**config.mk**
```make
export PLATFORM = sky130hd
export DESIGN_NAME = rfa_ffz
export DESIGN_NICKNAME = d
export VERILOG_FILES = /design/src/rtl/rfa_pkg.sv /design/src/rtl/rfa_ffz.sv
export SDC_FILE = /design/constraint.sdc
export NUM_CORES = 1
export LEC_CHECK = 0
export BUFFER_PORTS_ARGS = -buffer_cell sky130_fd_sc_hd__buf_2
export CORE_AREA = 10 10 47 49
export DETAILED_ROUTE_END_ITERATION = 16
export DIE_AREA = 0 0 57 59
export PLACE_DENSITY = 0.67
export SLEW_MARGIN = 25
export SYNTH_ARGS = -nofsm -noshare
export SYNTH_HDL_FRONTEND = slang
export SYNTH_SLANG_ARGS = --single-unit
```
**constraint.sdc**
```tcl
create_clock -name vclk -period 2.3
set_input_delay 0.115 -clock vclk [all_inputs]
set_output_delay 0.115 -clock vclk [all_outputs]
set_load 0.005 [all_outputs]
```
**src/rtl/rfa_pkg.sv**
```systemverilog
// ----------------------------------------------------------------------------
// rfa_pkg: shared definitions for the reference-counted frame allocator
// Default geometry, operation and status codes, and the bit search result type.
// ----------------------------------------------------------------------------
`default_nettype none
package rfa_pkg;
	localparam int RFA_TOTAL_FRAMES = 8192;
	localparam int RFA_MAP_WORDS    = 256;
	localparam int RFA_PAGE_SHIFT   = 12;

	localparam logic [2:0] OP_ALLOC     = 3'd0;
	localparam logic [2:0] OP_FREE      = 3'd1;
	localparam logic [2:0] OP_REF       = 3'd2;
	localparam logic [2:0] OP_UNREF     = 3'd3;
	localparam logic [2:0] OP_GET       = 3'd4;
	localparam logic [2:0] OP_MARK_USED = 3'd5;
	localparam logic [2:0] OP_MARK_FREE = 3'd6;

	localparam logic [1:0] ST_OK      = 2'd0;
	localparam logic [1:0] ST_NOSPACE = 2'd1;
	localparam logic [1:0] ST_IGNORED = 2'd2;

	localparam logic [31:0] WORD_ONES = 32'hFFFF_FFFF;
	localparam logic [15:0] COUNT_MAX = 16'hFFFF;

	typedef struct packed {
		logic       found;
		logic [4:0] idx;
	} ffz_res_t;
endpackage
`default_nettype wire

```
**src/rtl/rfa_ffz.sv**
```systemverilog
// ----------------------------------------------------------------------------
// rfa_ffz: find first zero
// Returns the position of the lowest clear bit of one 32-bit map word.
// ----------------------------------------------------------------------------
`default_nettype none
module rfa_ffz (
	input  wire logic [31:0]      word,
	output rfa_pkg::ffz_res_t     res
);
	import rfa_pkg::*;

	always_comb begin
		res = '0;
		// Walk from the top so that the lowest clear bit is the one left.
		for (int i = 31; i >= 0; i--) begin
			if (!word[i]) begin
				res.found = 1'b1;
				res.idx   = 5'(i);
			end
		end
	end
endmodule
`default_nettype wire

```
==> Word level (Yosys, flattened, before mapping) <==
Cells that the tools add are included.
{ "totals": {"regBits": 0, "input_bits": 32, "out_inout_bits": 6, "word_cells": 32} }
{ "op_classes": {"n_mux": 32} }
{ "ops": {"columns": ["op", "n"], "rows": [
  ["$mux W6", 32]
]} }

==> Longest topological paths before layout <==
Gate-level depths: netlist (run 1).
{ "depth": {"word_depth": 32, "ltp_mapped": 5} }

==> Worst setup path before layout (run 1) <==
Ideal clock, no wire load.
{ "synth_timing": {"path_type": "input to output", "startpoint": "in word[2]", "endpoint": "out res[4] (netlist name)", "t_arrival_ns": 0.887, "t_required_ns": 2.185, "setup_slack_ns": 1.298, "path_stages": 3, "path_cell_list": "nand4_1 or3_4 nor4_2"} }
{ "synth_rtl": {"columns": ["item", "line", "rtl"], "rows": [
  ["start: declaration", "rfa_ffz.sv:7", "input wire logic [31:0] word,"],
  ["end: declaration", "rfa_ffz.sv:8", "output rfa_pkg::ffz_res_t res"]
]} }

==> results by group, run 1 <==
Global routing
  – Total grt overflow: 0
  – Largest net degree at the start of global routing: 6
  – All-Layer GR Usage: 0.08707
  – Vias in the first global route: 687
  – Antenna violations before repair: 0
  – First-pass GRT wire length: 2.642 mm

Finish
  – ANT cells: 0
  – Share of cells above drive strength 1: 0.4057
  – Sequential cell area: 0 um^2
  – Area of the multi-input gates: 356.6 um^2
  – Most frequent cells in the layout: 38 x buf_2, 10 x nand2_1, 9 x nand4_1, 7 x a21oi_1, 7 x inv_1
  – Area Growth Syn to Fin: 54.90%
  – FFs & Latches: 0
  – Fillers: 169
  – Layout Nets: 140
  – Count of non-filler cells in the finished layout: 122
  – Commonest non-fill, non-tap cell in the layout: buf_2
  – Fin area: 593.1 um^2
  – Clkbuf count: 0
  – Final Core Density: 0.4232

Power and ir drop
  – Pint: 34.83 uW
  – LEAKAGE: 0.0002835 uW
  – PD cells: 129.0 nW/um^2
  – Comb pwr share: 1.000
  – Worst ir drop on vdd: 0.00004756 V
  – NetSw: 41.69 uW
  – Total power: 76.51 uW
  – Clock Power Share: 0
  – Sw Share: 0.5448
  – Sequential power share: 0

Route
  – Drt via density: 5.279
  – Post-route DRC: 0
  – Final WL: 1.579 mm
  – DR vias: 644
  – Post-DRT Antenna Nets: 0
  – Drt wl/cell: 12.94 um
  – Drt pass-1 iters: 4
  – Initial drt markers: 7

Clock network
  – Setup bufs post-CTS: 0
  – Hold buffers post-CTS: 0
  – Post-CTS Resized: 0

STA
  – Max Clk Rate: 777.9 MHz
  – Period utilisation layout: 0.5589
  – Slew Viols, Final: 0
  – Worst Tran Pin Value: 0.2257 ns
  – Min Tclk post-route: 1.286 ns
  – # setup viols final: 0
  – Rel. slew slack: 0.8488
  – RSZ-0062 raised after global routing: false
  – Setup_tns: 0 ns
  – Final hold vios: 0

Placement
  – Routability congestion estimate from global placement: 0.7189
  – Dpl hpwl: 1.455 mm
  – DP Area: 593.1 um^2
  – Port Buffer Count: 38
  – Placed cells: 122

Worst hold path
  – Min-Delay Path Class: in -> out

Floorplanning
  – IO Pins: 38
  – Core ar.: 1401 um^2
  – Initial core utilization: 0.2732
  – Die height: 59 um
  – Num rows: 14
  – Chip width: 57 um
  – DIE AREA: 3363 um^2

Critical path
  – Critical Path End Type: primary output
  – CP startpoint kind: input pin
  – Worst endpoint data arrival time: 1.17 ns
  – CP Max Fanout: 4
  – Kind of critical path: in -> out
  – Req. time, crit path: 2.18 ns

Synthesis
  – Mapped Cells: 68
  – Synth area leaders: nand4_1 15%, nand2_1 9.8%, a21oi_1 9.2%
  – Top-area cell type share of the netlist area: 0.1471
  – Syn avg cell area: 5.630 um^2
  – Ys Warns: 0
  – Yosys top cell by area: nand4_1
  – Synth cell types: 24
  – Syn Std Cell Area: 382.9 um^2
  – Register area share after synthesis: 0
  – Post-Syn Nets: 100

Status
  – Status: complete, no violations

Run
  – Max-cap violations: 0
-- worst paths after layout --
path / cells after the start / slack, ns / to / from
max: 6 / 1.01 / res[5] / word[2]
min: 4 / 0.59 / res[1] / word[8]
-- power by group through the flow --
stage	logic, uW	clock network (uW)	registers, uW
finish	76.5	0	0
global route	87.4	0	0
CTS	76.7	0	0
detailed placement	76.3	0	0
global placement	75.2	0	0
floorplan	25.6	0	0
-- cells by family (layout without fill, tap and decap cells) --
logic type,count (synthesis),count (layout),share of synthesized area
compound gates,26,26,0.4052
simple gates,35,35,0.5261
buf+inv,7,45,0.06864
-- stage by stage --
stage	setup slack [ns]	hold WS [ns]
after global routing	0.9419	0.6206
final	1.014	0.5862
after global placement	1.047	0.5849
after detailed placement	1.018	0.5905
after CTS	1.007	0.5908
after floorplan	1.298	0.3261
-- worst max-delay path: stages --
cell	delay [ns]
buf_2	0.10
nand4_1	0.12
or3_4	0.42
nor3_1	0.21
nand2_1	0.07
buf_2	0.13
-- per-layer routing --
metal / up-vias / part of all wire / GRT usage
met5: - / 0 / 0
met1: 277 / 0.46 / 0.1014
met2: 26 / 0.46 / 0.1643
met4: 0 / 0 / 0
met3: 0 / 0.081 / 0.02146
li1: 341 / - / -
-- synth_stat cells, types with 2 or more instances --
master    number
o21ai_0        5
a31oi_1        4
nor2_1         4
o211ai_1       2
nand2_1       10
nand4_1        9
a21oi_1        7
nand3_1        3
inv_1          7
o21ai_1        3
-- layout make-up --
type | instances | share of cell area
inverter | 7 | 0.04430
multi-input combinational | 61 | 0.6013
timing repair buffer | 38 | 0.3207
tap | 16 | 0.03376
Power figures use the tool's default switching activity.
==> inputs of run 2 (changes only) <==
- ABC_AREA: default -> 1
- PLACE_DENSITY: 0.67 -> 0.66
- clock period: 2.3 -> 1.1 ns (I/O delays scaled with it)
==> results by group, run 2 <==
Status
  – Status: complete, but fails checks (was complete, no violations)
  – Failing checks: setup timing

STA
  – RSZ-0062 raised after global routing: true (was false)
  – # setup viols final: 3 (was 0)
  – Slew Viols, Final: 0 (unchanged)
  – Hold_ws: 0.3860 ns (was 0.5862 ns)
  – Final setup margin: -0.6246 ns (was 1.014 ns)
  – Max Clk Rate: 579.8 MHz
  – Rel. slew slack: 0.8610 (was 0.8488)
  – Worst Tran Pin Value: 0.2064 ns (was 0.2257 ns)
  – Setup_tns: -1.048 ns (was 0 ns)
  – Min Tclk post-route: 1.725 ns
  – Final hold vios: 0 (unchanged)
  – Period utilisation layout: 1.568

Route
  – Drt via density: 4.641 (was 5.279)
  – DR vias: 659 (was 644)
  – Initial drt markers: 5 (was 7)
  – Drt pass-1 iters: 3 (was 4)
  – Post-DRT Antenna Nets: 0 (unchanged)
  – Final WL: 1.462 mm (was 1.579 mm)
  – Drt wl/cell: 10.30 um (was 12.94 um)
  – Post-route DRC: 0 (unchanged)

Floorplanning
  – Die height: 59 um (unchanged)
  – IO Pins: 38 (unchanged)
  – Initial core utilization: 0.2420 (was 0.2732)
  – DIE AREA: 3363 um^2 (unchanged)
  – Num rows: 14 (unchanged)
  – Core ar.: 1401 um^2 (unchanged)
  – Chip width: 57 um (unchanged)

Global routing
  – Largest net degree at the start of global routing: 5 (was 6)
  – First-pass GRT wire length: 2.608 mm (was 2.642 mm)
  – Total grt overflow: 0 (unchanged)
  – All-Layer GR Usage: 0.08532 (was 0.08707)
  – Vias in the first global route: 677 (was 687)
  – Antenna violations before repair: 0 (unchanged)

Placement
  – Dpl ws: -0.6610 ns (was 1.018 ns)
  – Routability congestion estimate from global placement: 0.7287 (was 0.7189)
  – Port Buffer Count: 38 (unchanged)
  – Dpl hpwl: 1.326 mm (was 1.455 mm)
  – Placed cells: 141 (was 122)

Finish
  – FFs & Latches: 0 (unchanged)
  – Count of non-filler cells in the finished layout: 142 (was 122)
  – Clkbuf count: 0 (unchanged)
  – Most frequent cells in the layout: 39 x nand2_1, 34 x buf_2, 8 x buf_4, 6 x nor2_1, 6 x buf_6 (was 38 x buf_2, 10 x nand2_1, 9 x nand4_1, 7 x a21oi_1, 7 x inv_1)
  – Commonest non-fill, non-tap cell in the layout: nand2_1 (was buf_2)
  – ANT cells: 0 (unchanged)
  – Area Growth Syn to Fin: 111.1% (was 54.90%)
  – Layout Nets: 160 (was 140)
  – Share of cells above drive strength 1: 0.5000 (was 0.4057)
  – Sequential cell area: 0 um^2 (unchanged)

Critical path
  – CP Max Fanout: 2 (was 4)
  – Critical path's slowest cell: buf_2 (was or3_4)
  – Req. time, crit path: 1.04 ns (was 2.18 ns)
  – Critical Path End Type: primary output (unchanged)
  – Worst endpoint data arrival time: 1.67 ns (was 1.17 ns)
  – Kind of critical path: in -> out (unchanged)
  – Worst path max stage delay: 0.12 ns (was 0.42 ns)
  – CP startpoint kind: input pin (unchanged)
  – Crit-path most repeated cell: nand2_1 (was buf_2)

Power and ir drop
  – LEAKAGE: 0.0003854 uW (was 0.0002835 uW)
  – Worst ir drop on vdd: 0.0001336 V (was 0.00004756 V)
  – Total power: 214.4 uW (was 76.51 uW)
  – PD cells: 299.5 nW/um^2 (was 129.0 nW/um^2)

Worst hold path
  – Min-Delay Path Class: in -> out (unchanged)
  – Worst hold stages: 3 (was 4)

Synthesis
  – Synth area leaders: nand2_1 48%, nor2_1 13%, nand4_1 7.4% (was nand4_1 15%, nand2_1 9.8%, a21oi_1 9.2%)
  – Post-Syn Nets: 110 (was 100)
  – Syn Std Cell Area: 339.1 um^2 (was 382.9 um^2)
  – Synth cell types: 13 (was 24)
  – Yosys top cell by area: nand2_1 (was nand4_1)
  – Ys Warns: 0 (unchanged)
  – Mapped Cells: 78 (was 68)
  – Count leader, synth: nand2_1 (unchanged)
  – Syn avg cell area: 4.347 um^2 (was 5.630 um^2)
  – Register area share after synthesis: 0 (unchanged)
  – Top-area cell type share of the netlist area: 0.4760 (was 0.1471)
  – Top cells by count, synth: 43 x nand2_1, 12 x nor2_1, 5 x inv_1, 4 x nand3_1, 4 x nand4_1 (was 10 x nand2_1, 9 x nand4_1, 7 x a21oi_1, 7 x inv_1, 5 x o21ai_0)

Run
  – Max-cap violations: 0 (unchanged)
==> run 2: cell types whose count changed after synthesis, sizes merged, moves of 2 or more <==
| cell | delta |
|---|---|
| o21ai | -7 |
| nor3 | -2 |
| a31oi | -2 |
| nand4 | -5 |
| inv | -2 |
| nand2 | +31 |
| or3 | -2 |
| a21oi | -5 |
| nor2 | +8 |
==> run 2: power breakdown <==
group          leakage (uW)  switching, uW  total (uW)  internal, uW
registers                 0              0           0             0
logic              0.000385           99.4         214           115
clock network             0              0           0             0
==> run 2: per-stage QoR <==
stage	util	cell area (um^2)
finish	0.5107	715.7
global route	0.5107	715.7
CTS	0.4563	639.4
detailed placement	0.4402	616.8
global placement	0.4402	616.8
floorplan	-	339.1
==> run 2: cell families (layout without fill, tap and decap cells) <==
kind of cell | after synthesis | after routing | synth area share
buffers and inverters | 5 | 53 | 0.05536
AOI/OAI and AO/OA | 10 | 10 | 0.2029
and+or+nand+nor | 63 | 63 | 0.7417
==> run 2: layer usage <==
layer  vias up  wire (um)  global-route usage
li1        356          -                   -
met1       281        563             0.09916
met2        22        734              0.1566
met3         0        164             0.02790
met4         0          0                   0
met5         -          0                   0
==> run 2: worst paths after layout <==
kind / start / endpoint / slack (ns)
max: word[31] / res[0] / -0.62
min: word[2] / res[1] / 0.39
==> run 2: area by class of cell <==
cell class | count | area (um^2)
multi-input combinational | 73 | 379.1
inverter | 5 | 18.77
fill | 150 | 685.7
timing repair buffer | 48 | 297.8
tap | 16 | 20.02
==> run 2: repair_timing <==
item / CTS / global route
endpoints found under the setup margin: 2 / 5
pin swaps: 12 / 16
hold buffers: 0 / 0
setup buffers: 0 / 1
gates resized for setup: 5 / 18
==> run 2: worst max-delay path, delay by kind of cell <==
| family | cells | cell delay (ns) |
|---|---|---|
| AOI/OAI and AO/OA | 1 | 0.11 |
| buffers and inverters | 3 | 0.25 |
| and+or+nand+nor | 27 | 1.25 |
